--- src/rtl/core/vrp_pkg.sv ---
// Shared types, constants and helper functions for the vertex rotate and project block.
package vrp_pkg;

    // Configuration register indexes.
    localparam logic [2:0] REG_ANGLE_A      = 3'd0;
    localparam logic [2:0] REG_ANGLE_B      = 3'd1;
    localparam logic [2:0] REG_DEPTH_OFFSET = 3'd2;
    localparam logic [2:0] REG_CENTER_X     = 3'd3;
    localparam logic [2:0] REG_CENTER_Y     = 3'd4;

    // The cosine of an angle sits a quarter turn further on in the sine table.
    localparam logic [7:0] COS_OFFSET = 8'd64;

    // Fixed part of the depth bias.
    localparam logic [9:0] DEPTH_BASE = 10'h080;

    // One input vertex.
    typedef struct packed {
        logic signed [7:0] vx;
        logic signed [7:0] vy;
        logic signed [7:0] vz;
        logic              last_vertex;
    } vertex_t;

    // One projected screen point.
    typedef struct packed {
        logic [7:0] screen_x;
        logic [7:0] screen_y;
        logic       last_point;
    } point_t;

    // Rotation coefficients and screen settings derived from the configuration.
    typedef struct packed {
        logic signed [7:0] sa;
        logic signed [7:0] ca;
        logic signed [7:0] sb;
        logic signed [7:0] cb;
        logic signed [7:0] e0;
        logic signed [7:0] e1;
        logic signed [7:0] e2;
        logic signed [7:0] e3;
        logic [9:0]        bias;
        logic [7:0]        center_x;
        logic [7:0]        center_y;
    } coef_t;

    // Rotated vertex: two numerators and the shared divisor, all modulo 2^16.
    typedef struct packed {
        logic [15:0] f0;
        logic [15:0] f1;
        logic [15:0] f2;
        logic        last;
    } xf_t;

    // Low byte of each quotient magnitude with the signs and the zero divisor flag.
    typedef struct packed {
        logic [7:0] qx;
        logic [7:0] qy;
        logic       neg_x;
        logic       neg_y;
        logic       zero;
        logic       last;
    } quo_t;

    // One full period of the sine, scaled to plus or minus 64.
    localparam logic signed [7:0] SINE_TABLE [256] = '{
        8'sd0, 8'sd2, 8'sd3, 8'sd5, 8'sd6, 8'sd8, 8'sd9, 8'sd11,
        8'sd12, 8'sd14, 8'sd16, 8'sd17, 8'sd19, 8'sd20, 8'sd22, 8'sd23,
        8'sd24, 8'sd26, 8'sd27, 8'sd29, 8'sd30, 8'sd32, 8'sd33, 8'sd34,
        8'sd36, 8'sd37, 8'sd38, 8'sd39, 8'sd41, 8'sd42, 8'sd43, 8'sd44,
        8'sd45, 8'sd46, 8'sd47, 8'sd48, 8'sd49, 8'sd50, 8'sd51, 8'sd52,
        8'sd53, 8'sd54, 8'sd55, 8'sd56, 8'sd56, 8'sd57, 8'sd58, 8'sd59,
        8'sd59, 8'sd60, 8'sd60, 8'sd61, 8'sd61, 8'sd62, 8'sd62, 8'sd62,
        8'sd63, 8'sd63, 8'sd63, 8'sd64, 8'sd64, 8'sd64, 8'sd64, 8'sd64,
        8'sd64, 8'sd64, 8'sd64, 8'sd64, 8'sd64, 8'sd64, 8'sd63, 8'sd63,
        8'sd63, 8'sd62, 8'sd62, 8'sd62, 8'sd61, 8'sd61, 8'sd60, 8'sd60,
        8'sd59, 8'sd59, 8'sd58, 8'sd57, 8'sd56, 8'sd56, 8'sd55, 8'sd54,
        8'sd53, 8'sd52, 8'sd51, 8'sd50, 8'sd49, 8'sd48, 8'sd47, 8'sd46,
        8'sd45, 8'sd44, 8'sd43, 8'sd42, 8'sd41, 8'sd39, 8'sd38, 8'sd37,
        8'sd36, 8'sd34, 8'sd33, 8'sd32, 8'sd30, 8'sd29, 8'sd27, 8'sd26,
        8'sd24, 8'sd23, 8'sd22, 8'sd20, 8'sd19, 8'sd17, 8'sd16, 8'sd14,
        8'sd12, 8'sd11, 8'sd9, 8'sd8, 8'sd6, 8'sd5, 8'sd3, 8'sd2,
        8'sd0, -8'sd2, -8'sd3, -8'sd5, -8'sd6, -8'sd8, -8'sd9, -8'sd11,
        -8'sd12, -8'sd14, -8'sd16, -8'sd17, -8'sd19, -8'sd20, -8'sd22, -8'sd23,
        -8'sd24, -8'sd26, -8'sd27, -8'sd29, -8'sd30, -8'sd32, -8'sd33, -8'sd34,
        -8'sd36, -8'sd37, -8'sd38, -8'sd39, -8'sd41, -8'sd42, -8'sd43, -8'sd44,
        -8'sd45, -8'sd46, -8'sd47, -8'sd48, -8'sd49, -8'sd50, -8'sd51, -8'sd52,
        -8'sd53, -8'sd54, -8'sd55, -8'sd56, -8'sd56, -8'sd57, -8'sd58, -8'sd59,
        -8'sd59, -8'sd60, -8'sd60, -8'sd61, -8'sd61, -8'sd62, -8'sd62, -8'sd62,
        -8'sd63, -8'sd63, -8'sd63, -8'sd64, -8'sd64, -8'sd64, -8'sd64, -8'sd64,
        -8'sd64, -8'sd64, -8'sd64, -8'sd64, -8'sd64, -8'sd64, -8'sd63, -8'sd63,
        -8'sd63, -8'sd62, -8'sd62, -8'sd62, -8'sd61, -8'sd61, -8'sd60, -8'sd60,
        -8'sd59, -8'sd59, -8'sd58, -8'sd57, -8'sd56, -8'sd56, -8'sd55, -8'sd54,
        -8'sd53, -8'sd52, -8'sd51, -8'sd50, -8'sd49, -8'sd48, -8'sd47, -8'sd46,
        -8'sd45, -8'sd44, -8'sd43, -8'sd42, -8'sd41, -8'sd39, -8'sd38, -8'sd37,
        -8'sd36, -8'sd34, -8'sd33, -8'sd32, -8'sd30, -8'sd29, -8'sd27, -8'sd26,
        -8'sd24, -8'sd23, -8'sd22, -8'sd20, -8'sd19, -8'sd17, -8'sd16, -8'sd14,
        -8'sd12, -8'sd11, -8'sd9, -8'sd8, -8'sd6, -8'sd5, -8'sd3, -8'sd2
    };

    // Full signed product of two 8-bit values.
    function automatic logic signed [15:0] smul8(input logic signed [7:0] a,
                                                 input logic signed [7:0] b);
        logic signed [15:0] a_ext;
        logic signed [15:0] b_ext;
        a_ext = {{8{a[7]}}, a};
        b_ext = {{8{b[7]}}, b};
        return a_ext * b_ext;
    endfunction

endpackage

--- src/rtl/core/vrp_coef.sv ---
// Configuration registers and the rotation coefficients derived from them.
module vrp_coef
(
    input  logic                clk,
    input  logic                rst_n,
    input  logic                cfg_write,
    input  logic [2:0]          cfg_index,
    input  logic [7:0]          cfg_data,
    output vrp_pkg::coef_t      coef
);

    // Product term: floor(a*b/256)*4; the true value lies within plus or minus 64.
    function automatic logic signed [7:0] e_term(input logic signed [7:0] a,
                                                 input logic signed [7:0] b);
        logic signed [15:0] p;
        p = vrp_pkg::smul8(a, b);
        return {p[13:8], 2'b00};
    endfunction

    logic [7:0] angle_a_reg;
    logic [7:0] angle_b_reg;
    logic [7:0] depth_reg;
    logic [7:0] center_x_reg;
    logic [7:0] center_y_reg;

    logic signed [7:0] sa_reg;
    logic signed [7:0] ca_reg;
    logic signed [7:0] sb_reg;
    logic signed [7:0] cb_reg;
    logic signed [7:0] e0_reg;
    logic signed [7:0] e1_reg;
    logic signed [7:0] e2_reg;
    logic signed [7:0] e3_reg;
    logic [9:0]        bias_reg;
    logic [9:0]        bias_next;

    // Register writes; indexes beyond the list are ignored.
    always_ff @(posedge clk or negedge rst_n)
    begin
        if (!rst_n)
        begin
            angle_a_reg  <= 8'd0;
            angle_b_reg  <= 8'd0;
            depth_reg    <= 8'd0;
            center_x_reg <= 8'd0;
            center_y_reg <= 8'd0;
        end
        else if (cfg_write)
        begin
            unique case (cfg_index)
                vrp_pkg::REG_ANGLE_A:      angle_a_reg  <= cfg_data;
                vrp_pkg::REG_ANGLE_B:      angle_b_reg  <= cfg_data;
                vrp_pkg::REG_DEPTH_OFFSET: depth_reg    <= cfg_data;
                vrp_pkg::REG_CENTER_X:     center_x_reg <= cfg_data;
                vrp_pkg::REG_CENTER_Y:     center_y_reg <= cfg_data;
                default:                   ;
            endcase
        end
    end

    assign bias_next = {1'b0, depth_reg, 1'b0} + vrp_pkg::DEPTH_BASE;

    // Sine and cosine lookups, then the product terms from the registered lookups.
    // Reset values are those of both angles at zero.
    always_ff @(posedge clk or negedge rst_n)
    begin
        if (!rst_n)
        begin
            sa_reg   <= vrp_pkg::SINE_TABLE[0];
            ca_reg   <= vrp_pkg::SINE_TABLE[vrp_pkg::COS_OFFSET];
            sb_reg   <= vrp_pkg::SINE_TABLE[0];
            cb_reg   <= vrp_pkg::SINE_TABLE[vrp_pkg::COS_OFFSET];
            e0_reg   <= e_term(vrp_pkg::SINE_TABLE[0], vrp_pkg::SINE_TABLE[0]);
            e1_reg   <= e_term(vrp_pkg::SINE_TABLE[vrp_pkg::COS_OFFSET],
                               vrp_pkg::SINE_TABLE[vrp_pkg::COS_OFFSET]);
            e2_reg   <= e_term(vrp_pkg::SINE_TABLE[vrp_pkg::COS_OFFSET],
                               vrp_pkg::SINE_TABLE[0]);
            e3_reg   <= e_term(vrp_pkg::SINE_TABLE[0],
                               vrp_pkg::SINE_TABLE[vrp_pkg::COS_OFFSET]);
            bias_reg <= vrp_pkg::DEPTH_BASE;
        end
        else
        begin
            sa_reg   <= vrp_pkg::SINE_TABLE[angle_a_reg];
            ca_reg   <= vrp_pkg::SINE_TABLE[angle_a_reg + vrp_pkg::COS_OFFSET];
            sb_reg   <= vrp_pkg::SINE_TABLE[angle_b_reg];
            cb_reg   <= vrp_pkg::SINE_TABLE[angle_b_reg + vrp_pkg::COS_OFFSET];
            e0_reg   <= e_term(sb_reg, sa_reg);
            e1_reg   <= e_term(cb_reg, ca_reg);
            e2_reg   <= e_term(cb_reg, sa_reg);
            e3_reg   <= e_term(sb_reg, ca_reg);
            bias_reg <= bias_next;
        end
    end

    assign coef.sa       = sa_reg;
    assign coef.ca       = ca_reg;
    assign coef.sb       = sb_reg;
    assign coef.cb       = cb_reg;
    assign coef.e0       = e0_reg;
    assign coef.e1       = e1_reg;
    assign coef.e2       = e2_reg;
    assign coef.e3       = e3_reg;
    assign coef.bias     = bias_reg;
    assign coef.center_x = center_x_reg;
    assign coef.center_y = center_y_reg;

endmodule

--- src/rtl/core/vrp_xform.sv ---
// Four-stage rotation pipeline: forms the two numerators and the depth divisor.
module vrp_xform
(
    input  logic                clk,
    input  logic                rst_n,
    input  logic                in_valid,
    output logic                in_ready,
    input  vrp_pkg::vertex_t    in_data,
    input  vrp_pkg::coef_t      coef,
    output logic                out_valid,
    input  logic                out_ready,
    output vrp_pkg::xf_t        out_data
);

    localparam int NSTAGE = 4;

    logic [NSTAGE-1:0] v_reg;
    logic [NSTAGE-1:0] rdy;

    // Stage 1: captured vertex.
    vrp_pkg::vertex_t vtx_reg;

    // Stage 2: products with the plain sines and cosines.
    logic signed [15:0] cbz_full;
    logic signed [15:0] sbx_full;
    logic signed [15:0] cay_full;
    logic signed [15:0] say_full;
    logic signed [14:0] cbz_reg;
    logic signed [14:0] sbx_reg;
    logic signed [14:0] cay_reg;
    logic signed [14:0] say_reg;
    logic signed [7:0]  x2_reg;
    logic signed [7:0]  z2_reg;
    logic               last2_reg;

    // Stage 3: products with the combined terms, first numerator done.
    logic signed [15:0] e0z_full;
    logic signed [15:0] e2x_full;
    logic signed [15:0] e3z_full;
    logic signed [15:0] e1x_full;
    logic [15:0]        f0_next;
    logic [15:0]        f0_reg;
    logic signed [14:0] e0z_reg;
    logic signed [14:0] cay3_reg;
    logic signed [14:0] e2x_reg;
    logic signed [6:0]  e3z_sh_reg;
    logic signed [6:0]  say_sh_reg;
    logic signed [6:0]  e1x_sh_reg;
    logic               last3_reg;

    // Stage 4: output numerators and divisor.
    logic [15:0]  f1_next;
    logic [15:0]  f2_next;
    vrp_pkg::xf_t xf_reg;

    // A stage can load when it is empty or its contents move on.
    always_comb
    begin
        rdy[NSTAGE-1] = !v_reg[NSTAGE-1] || out_ready;
        for (int i = NSTAGE - 2; i >= 0; i--)
        begin
            rdy[i] = !v_reg[i] || rdy[i+1];
        end
    end

    assign in_ready = rdy[0];

    // Valid bits travel alongside the data.
    always_ff @(posedge clk or negedge rst_n)
    begin
        if (!rst_n)
        begin
            v_reg <= '0;
        end
        else
        begin
            if (rdy[0])
            begin
                v_reg[0] <= in_valid;
            end
            for (int i = 1; i < NSTAGE; i++)
            begin
                if (rdy[i])
                begin
                    v_reg[i] <= v_reg[i-1];
                end
            end
        end
    end

    assign cbz_full = vrp_pkg::smul8(vtx_reg.vz, coef.cb);
    assign sbx_full = vrp_pkg::smul8(vtx_reg.vx, coef.sb);
    assign cay_full = vrp_pkg::smul8(vtx_reg.vy, coef.ca);
    assign say_full = vrp_pkg::smul8(vtx_reg.vy, coef.sa);

    assign e0z_full = vrp_pkg::smul8(z2_reg, coef.e0);
    assign e2x_full = vrp_pkg::smul8(x2_reg, coef.e2);
    assign e3z_full = vrp_pkg::smul8(z2_reg, coef.e3);
    assign e1x_full = vrp_pkg::smul8(x2_reg, coef.e1);

    assign f0_next = {cbz_reg[14], cbz_reg} - {sbx_reg[14], sbx_reg};

    assign f1_next = {e0z_reg[14], e0z_reg} + {cay3_reg[14], cay3_reg}
                   + {e2x_reg[14], e2x_reg};

    // The shifted terms are already floored by dropping the low eight bits.
    assign f2_next = {{9{e3z_sh_reg[6]}}, e3z_sh_reg} - {{9{say_sh_reg[6]}}, say_sh_reg}
                   + {{9{e1x_sh_reg[6]}}, e1x_sh_reg} + {6'd0, coef.bias};

    // Data registers of the four stages.
    always_ff @(posedge clk)
    begin
        if (rdy[0])
        begin
            vtx_reg <= in_data;
        end
        if (rdy[1])
        begin
            cbz_reg   <= cbz_full[14:0];
            sbx_reg   <= sbx_full[14:0];
            cay_reg   <= cay_full[14:0];
            say_reg   <= say_full[14:0];
            x2_reg    <= vtx_reg.vx;
            z2_reg    <= vtx_reg.vz;
            last2_reg <= vtx_reg.last_vertex;
        end
        if (rdy[2])
        begin
            f0_reg     <= f0_next;
            e0z_reg    <= e0z_full[14:0];
            cay3_reg   <= cay_reg;
            e2x_reg    <= e2x_full[14:0];
            e3z_sh_reg <= e3z_full[14:8];
            say_sh_reg <= say_reg[14:8];
            e1x_sh_reg <= e1x_full[14:8];
            last3_reg  <= last2_reg;
        end
        if (rdy[3])
        begin
            xf_reg.f0   <= f0_reg;
            xf_reg.f1   <= f1_next;
            xf_reg.f2   <= f2_next;
            xf_reg.last <= last3_reg;
        end
    end

    assign out_valid = v_reg[NSTAGE-1];
    assign out_data  = xf_reg;

endmodule

--- src/rtl/core/vrp_divide.sv ---
// Six-stage projection divider: sign split, divisor scaling and two lanes of division.
module vrp_divide
(
    input  logic                clk,
    input  logic                rst_n,
    input  logic                in_valid,
    output logic                in_ready,
    input  vrp_pkg::xf_t        in_data,
    output logic                out_valid,
    input  logic                out_ready,
    output vrp_pkg::quo_t       out_data
);

    localparam int QBITS     = 16;
    localparam int DIV_STEPS = 4;
    localparam int DIV_STAGE = QBITS / DIV_STEPS;
    localparam int NSTAGE    = DIV_STAGE + 2;

    // Partial division state of both lanes.
    typedef struct packed {
        logic [7:0]  rem0;
        logic [15:0] dq0;
        logic [7:0]  rem1;
        logic [15:0] dq1;
        logic [7:0]  den;
        logic        neg0;
        logic        neg1;
        logic        zero;
        logic        last;
    } dstage_t;

    // Several restoring division steps: dividend bits leave the top of dq,
    // quotient bits enter at the bottom.
    function automatic logic [23:0] div_steps(input logic [7:0]  rem_in,
                                              input logic [15:0] dq_in,
                                              input logic [7:0]  den);
        logic [7:0]  rem;
        logic [15:0] dq;
        logic [8:0]  trial;
        logic        qbit;
        rem = rem_in;
        dq  = dq_in;
        for (int s = 0; s < DIV_STEPS; s++)
        begin
            trial = {rem, dq[15]};
            qbit  = (trial >= {1'b0, den});
            if (qbit)
            begin
                rem = 8'(trial - {1'b0, den});
            end
            else
            begin
                rem = trial[7:0];
            end
            dq = {dq[14:0], qbit};
        end
        return {rem, dq};
    endfunction

    logic [NSTAGE-1:0] v_reg;
    logic [NSTAGE-1:0] rdy;

    // First stage: sign and magnitude, divisor scale.
    logic [15:0] mag0_next;
    logic [15:0] mag1_next;
    logic [3:0]  sh_next;
    logic [15:0] mag0_reg;
    logic [15:0] mag1_reg;
    logic [15:0] den_reg;
    logic [3:0]  sh_reg;
    logic        neg0_reg;
    logic        neg1_reg;
    logic        zero_reg;
    logic        last_reg;

    // Second stage onward: division state.
    logic [15:0] den_sh;
    dstage_t     dst_init;
    dstage_t     dst_reg [DIV_STAGE+1];
    dstage_t     dst_next [DIV_STAGE+1];

    always_comb
    begin
        rdy[NSTAGE-1] = !v_reg[NSTAGE-1] || out_ready;
        for (int i = NSTAGE - 2; i >= 0; i--)
        begin
            rdy[i] = !v_reg[i] || rdy[i+1];
        end
    end

    assign in_ready = rdy[0];

    always_ff @(posedge clk or negedge rst_n)
    begin
        if (!rst_n)
        begin
            v_reg <= '0;
        end
        else
        begin
            if (rdy[0])
            begin
                v_reg[0] <= in_valid;
            end
            for (int i = 1; i < NSTAGE; i++)
            begin
                if (rdy[i])
                begin
                    v_reg[i] <= v_reg[i-1];
                end
            end
        end
    end

    // Magnitudes; the most negative numerator keeps magnitude 0x8000.
    assign mag0_next = in_data.f0[15] ? 16'd0 - in_data.f0 : in_data.f0;
    assign mag1_next = in_data.f1[15] ? 16'd0 - in_data.f1 : in_data.f1;

    // Right shift that brings the divisor below 256: the highest set bit wins.
    always_comb
    begin
        sh_next = 4'd0;
        for (int b = 8; b < QBITS; b++)
        begin
            if (in_data.f2[b])
            begin
                sh_next = 4'(b - 7);
            end
        end
    end

    always_ff @(posedge clk)
    begin
        if (rdy[0])
        begin
            mag0_reg <= mag0_next;
            mag1_reg <= mag1_next;
            den_reg  <= in_data.f2;
            sh_reg   <= sh_next;
            neg0_reg <= in_data.f0[15];
            neg1_reg <= in_data.f1[15];
            zero_reg <= (in_data.f2 == 16'd0);
            last_reg <= in_data.last;
        end
    end

    // Scale divisor and magnitudes together; division starts with no remainder.
    assign den_sh = den_reg >> sh_reg;

    always_comb
    begin
        dst_init.rem0 = 8'd0;
        dst_init.dq0  = mag0_reg >> sh_reg;
        dst_init.rem1 = 8'd0;
        dst_init.dq1  = mag1_reg >> sh_reg;
        dst_init.den  = den_sh[7:0];
        dst_init.neg0 = neg0_reg;
        dst_init.neg1 = neg1_reg;
        dst_init.zero = zero_reg;
        dst_init.last = last_reg;
    end

    assign dst_next[0] = dst_init;

    // Division stages, a few quotient bits per lane in each.
    for (genvar k = 1; k <= DIV_STAGE; k++)
    begin : g_div
        always_comb
        begin
            dst_next[k] = dst_reg[k-1];
            {dst_next[k].rem0, dst_next[k].dq0} =
                div_steps(dst_reg[k-1].rem0, dst_reg[k-1].dq0, dst_reg[k-1].den);
            {dst_next[k].rem1, dst_next[k].dq1} =
                div_steps(dst_reg[k-1].rem1, dst_reg[k-1].dq1, dst_reg[k-1].den);
        end
    end

    always_ff @(posedge clk)
    begin
        for (int k = 0; k <= DIV_STAGE; k++)
        begin
            if (rdy[k+1])
            begin
                dst_reg[k] <= dst_next[k];
            end
        end
    end

    assign out_valid      = v_reg[NSTAGE-1];
    assign out_data.qx    = dst_reg[DIV_STAGE].dq0[7:0];
    assign out_data.qy    = dst_reg[DIV_STAGE].dq1[7:0];
    assign out_data.neg_x = dst_reg[DIV_STAGE].neg0;
    assign out_data.neg_y = dst_reg[DIV_STAGE].neg1;
    assign out_data.zero  = dst_reg[DIV_STAGE].zero;
    assign out_data.last  = dst_reg[DIV_STAGE].last;

endmodule

--- src/rtl/core/vertex_rotate_project.sv ---
// Top level of the vertex rotate and project pipeline with its output register.
//
//   Channel   Direction  Handshake                    Payload
//   vertex    in         vertex_valid / vertex_stall  vrp_pkg::vertex_t
//   point     out        point_valid / point_stall    vrp_pkg::point_t
//   config    in         cfg_write                    cfg_index, cfg_data
//
// One vertex is taken per clock while vertex_stall is low; its point is registered in
// four rotation stages, six divider stages and the output register before it is presented.
// The last four divider stages each resolve four quotient bits per lane.
// Reset clears the configuration and empties every stage; there is no clearing pass.
// A stalled output lets earlier stages fill up before vertex_stall rises.
module vertex_rotate_project
(
    input  logic                clk,
    input  logic                rst_n,
    input  logic                vertex_valid,
    output logic                vertex_stall,
    input  vrp_pkg::vertex_t    vertex,
    output logic                point_valid,
    input  logic                point_stall,
    output vrp_pkg::point_t     point,
    input  logic                cfg_write,
    input  logic [2:0]          cfg_index,
    input  logic [7:0]          cfg_data
);

    vrp_pkg::coef_t  coef;
    vrp_pkg::xf_t    xf_data;
    vrp_pkg::quo_t   quo_data;
    logic            xf_valid;
    logic            xf_ready;
    logic            quo_valid;
    logic            quo_ready;
    logic            vertex_ready;

    logic            point_valid_reg;
    vrp_pkg::point_t point_reg;
    vrp_pkg::point_t point_next;
    logic [7:0]      qx_full;
    logic [7:0]      qy_full;
    logic [7:0]      px;
    logic [7:0]      py;

    vrp_coef u_coef
    (
        .clk       (clk),
        .rst_n     (rst_n),
        .cfg_write (cfg_write),
        .cfg_index (cfg_index),
        .cfg_data  (cfg_data),
        .coef      (coef)
    );

    vrp_xform u_xform
    (
        .clk       (clk),
        .rst_n     (rst_n),
        .in_valid  (vertex_valid),
        .in_ready  (vertex_ready),
        .in_data   (vertex),
        .coef      (coef),
        .out_valid (xf_valid),
        .out_ready (xf_ready),
        .out_data  (xf_data)
    );

    vrp_divide u_divide
    (
        .clk       (clk),
        .rst_n     (rst_n),
        .in_valid  (xf_valid),
        .in_ready  (xf_ready),
        .in_data   (xf_data),
        .out_valid (quo_valid),
        .out_ready (quo_ready),
        .out_data  (quo_data)
    );

    assign vertex_stall = !vertex_ready;

    // A zero divisor gives magnitude 0xFFFF, whose low byte is all ones.
    assign qx_full = quo_data.zero ? 8'hFF : quo_data.qx;
    assign qy_full = quo_data.zero ? 8'hFF : quo_data.qy;

    // Re-apply the numerator signs, then place the point around the centre.
    assign px = quo_data.neg_x ? 8'd0 - qx_full : qx_full;
    assign py = quo_data.neg_y ? 8'd0 - qy_full : qy_full;

    always_comb
    begin
        point_next.screen_x   = coef.center_x + px;
        point_next.screen_y   = coef.center_y - py;
        point_next.last_point = quo_data.last;
    end

    // Output register: loads whenever it is empty or its point is being taken.
    assign quo_ready = !point_valid_reg || !point_stall;

    always_ff @(posedge clk or negedge rst_n)
    begin
        if (!rst_n)
        begin
            point_valid_reg <= 1'b0;
        end
        else if (quo_ready)
        begin
            point_valid_reg <= quo_valid;
        end
    end

    always_ff @(posedge clk)
    begin
        if (quo_ready)
        begin
            point_reg <= point_next;
        end
    end

    assign point_valid = point_valid_reg;
    assign point       = point_reg;

`ifndef SYNTHESIS
    // The depth bias keeps the divisor positive, so the zero case never arrives.
    assert property (@(posedge clk) disable iff (!rst_n)
        quo_valid |-> !quo_data.zero)
        else $error("zero divisor reached the output stage");

    // Back-pressure on the input can only come from a held output point.
    assert property (@(posedge clk) disable iff (!rst_n)
        vertex_stall |-> (point_valid && point_stall))
        else $error("input stalled while the output was free");

    // A quotient moving into the open output register becomes a visible point.
    assert property (@(posedge clk) disable iff (!rst_n)
        (quo_valid && quo_ready) |=> point_valid)
        else $error("transfer into the output register was lost");
`endif

endmodule
--- config.mk ---
export PLATFORM = sky130hd
export DESIGN_NAME = vertex_rotate_project
export DESIGN_NICKNAME = d
export VERILOG_FILES = /design/src/rtl/core/vrp_pkg.sv /design/src/rtl/core/vrp_coef.sv /design/src/rtl/core/vrp_xform.sv /design/src/rtl/core/vrp_divide.sv /design/src/rtl/core/vertex_rotate_project.sv
export SDC_FILE = /design/constraint.sdc
export NUM_CORES = 2
export LEC_CHECK = 0
export ABC_AREA = 1
export BUFFER_PORTS_ARGS = -buffer_cell sky130_fd_sc_hd__buf_2
export CORE_ASPECT_RATIO = 1.75
export CORE_MARGIN = 4
export CORE_UTILIZATION = 47
export DETAILED_ROUTE_END_ITERATION = 7
export GPL_TIMING_DRIVEN = 1
export PLACE_DENSITY = 0.7
export SLEW_MARGIN = 20
export SYNTH_ARGS = -nofsm -noshare
export SYNTH_HDL_FRONTEND = slang
export SYNTH_SLANG_ARGS = --single-unit
--- constraint.sdc ---
create_clock -name clk -period 7.9 [get_ports clk]
set_clock_uncertainty 0.2 [all_clocks]
set_input_delay 0.395 -clock clk [delete_from_list [all_inputs] [get_ports clk]]
set_output_delay 0.395 -clock clk [all_outputs]
set_load 0.1 [all_outputs]
==> flow_summary.toml <==
[floorplanning]
start_util_pct = 47.2
core_um2 = 136000
ios = 60
fp-row-count = 179
dieHeight_um = 496
die_area_um2 = 142000
die_width_um = 287

[final_layout]
seqCellArea_um2 = 17900
n_fill_cell = 12700
nets = 8847
largest_register_ffs = 204
multi_input_area_um2 = 39300
final_layout_size_suffix_gt1_share_pct = 6.24
syn_to_final_growth_pct = 7.90

[worst_setup_path]
endpoint_kind = "flop"
criticalPathCategory = "flop to flop"
critPathLaunchType = "flop"
crit_arrival_ns = 7.67
slowest_stage = "o21ai_0"
path_max_fanout = 12
cpPeakStageDelay_ns = 0.54
cpMostUsedCell = "nand2_1"
crit_required_ns = 8.22

[flow_run]
drv_cap = 0

[global_route]
grt_max_degree = 61
grt_pass1_wl_mm = 272
grt_overflow_total = 0
grt_usage_pct = 24.3
grt_pass1_vias = 52900
grt_antenna_before_repair = 1

[clock_network]
htreeDepth = 3
cts.clk_slew.worst_paths_ns = 0.07
cts_root_buf = "clkbuf_16"
cts_sinks = 615
cts_buffer_depth = 3
cts_made_buffers = 67
tritoncts = "done"
clk_latency_ns = 0.65

[placement]
port_buffers = 59
dpl.hpwl_mm = 137
place_congestion = 0.957

[logic_synthesis]
synth-seq-cells = 615
ys_top_cells_by_count = "1803 x nand2_1, 1558 x inv_1, 612 x ha_1"
synth_edf_count = 499
ys_seq_area_share_pct = 27.9
yosysTopAreaCellShare_pct = 23.4
netlist_area_um2 = 64100
synth_ff_type = "edfxtp_1"
synth.distinct_cells = 75
synth.largest_area_cell = "edfxtp_1"
postSynthCellCount = 7581
synth_most_common_cell = "nand2_1"
syn-num-nets = 8807
yosysWarnings = 0
avgSynthCellArea_um2 = 8.45
synthTopCellsByArea = "edfxtp_1 23%, fa_1 18%, ha_1 12%"
ys_async_sr_fraction_pct = 18.9

[timing]
hold_viol_final = 0
max_slew_margin_pct = 26.1
setup_viol = 0
maxSlewViolCount = 0
finalCriticalPeriod_ns = 7.36
rsz0062_at_grt = "false"
fmax_ghz = 0.136
post-route-period-util_pct = 93.1
tightest_slew_ns = 1.11
tns_ns = 0

[detailed_routing]
first_pass_iters = 6
drcViolationCount = 0
drt_wl_total_mm = 170
avgViaCountPerCell = 5.28
routedWlPerCell_um = 17.9
drt-initial-drc-count = 2889
drtAntennaViolNets = 0
vias = 50000

[worst_hold_path]
min_path_type = "input pin to async pin"

[run_status]
status = "completed"
## layout by cell type, fill, tap and decap left out, types with 71 or more instances in the layout
| cell | n |
|---|---|
| a21oi_1 | 343 |
| nand2_1 | 1803 |
| edfxtp_1 | 499 |
| xnor2_1 | 143 |
| ha_1 | 612 |
| xor2_1 | 260 |
| clkbuf_16 | 71 |
| inv_1 | 1552 |
| dfrtp_1 | 112 |
| buf_4 | 83 |
| fa_1 | 573 |
| o21ai_0 | 292 |
| nor2_1 | 349 |
| nand3_1 | 188 |
## area by class of cell
| type | count | area share [%] |
|---|---|---|
| Multi-Input combinational cell | 5165 | 56.9 |
| Clock buffer | 75 | 2.62 |
| Inverter | 1592 | 8.66 |
| Tap cell | 1810 | 3.28 |
| Clock inverter | 46 | 0.721 |
| Sequential cell | 615 | 25.9 |
| Antenna cell | 1 | 0.00362 |
| Timing Repair Buffer | 180 | 1.92 |
## layer usage
metal | share of wire [%] | wire [um] | up-vias | global-route usage, %
met5 | 0 | 0 | - | 0
met4 | 9.1 | 15500 | 0 | 18.2
met3 | 3.5 | 5930 | 582 | 2.66
met2 | 54 | 92600 | 1307 | 47.3
met1 | 33 | 56000 | 24200 | 23.0
li1 | - | - | 24000 | -
## worst max-delay path, delay by kind of cell, from the launching register on
family          cells  cell delay [ns]
buf+inv             4             0.44
simple gates       21             2.60
compound gates     10             2.05
flops               1             0.42
fa+ha+maj           4             1.49
## final timing paths
path,startpoint,end,slack [ns],depth (start not counted)
setup / recovery,u_divide.dst_reg[0][128]$_DFFE_PP_,u_divide.dst_reg[0][213]$_DFFE_PP_,0.54,39
hold / removal,rst_n,u_coef.sa_reg[5]$_DFF_PN0_,0.08,2
setup reg to reg,u_divide.dst_reg[0][128]$_DFFE_PP_,u_divide.dst_reg[0][213]$_DFFE_PP_,0.54,39
hold reg to reg,u_coef.depth_reg[4]$_DFFE_PN0P_,u_coef.bias_reg[5]$_DFF_PN0_,0.17,0
max in group asynchronous,rst_n,u_coef.e0_reg[7]$_DFF_PN0_,6.13,3
min in group clk,u_coef.depth_reg[4]$_DFFE_PN0P_,u_coef.bias_reg[5]$_DFF_PN0_,0.17,0
## through the flow
| stage | std cells | util [%] | hold WS (ns) | setup WS, ns | instance area, um2 |
|---|---|---|---|---|---|
| 2_1_floorplan | 7581 | - | -0.101 | 0.172 | 64100 |
| 3_3_place_gp | 9322 | 48.9 | 0.161 | 0.486 | 66400 |
| 3_5_place_dp | 9322 | 48.9 | 0.165 | 0.421 | 66400 |
| 4_1_cts | 9479 | 50.9 | 0.0516 | 0.426 | 69000 |
| 5_1_grt | 9483 | 50.9 | 0.127 | 0.00297 | 69100 |
| 6_report | 9484 | 50.9 | 0.0806 | 0.543 | 69100 |
## kinds of logic (layout without fill, tap and decap cells)
family                     Yosys count  in the layout  share of synthesized area, %
AOI/OAI and AO/OA                  934            934                          8.50
xor gates and xnor gates           403            403                          5.51
and+or+nand+nor                   2637           2637                          17.4
muxes                                6              6                        0.0938
other                                0              1                             0
buffers and inverters             1801           1893                          10.7
DFF                                615            615                          27.9
adders and majority gates         1185           1185                          29.9
## what timing repair did
action,4_1_cts,5_1_grt
resized for setup,0,12
buffers inserted,0,4
setup endpoints to repair,0,34
endpoints found under the hold margin,126,0
hold buffers,36,0
Power is not shown: default switching activity piles up to over one toggle a cycle in this logic, so the estimate is an artifact.
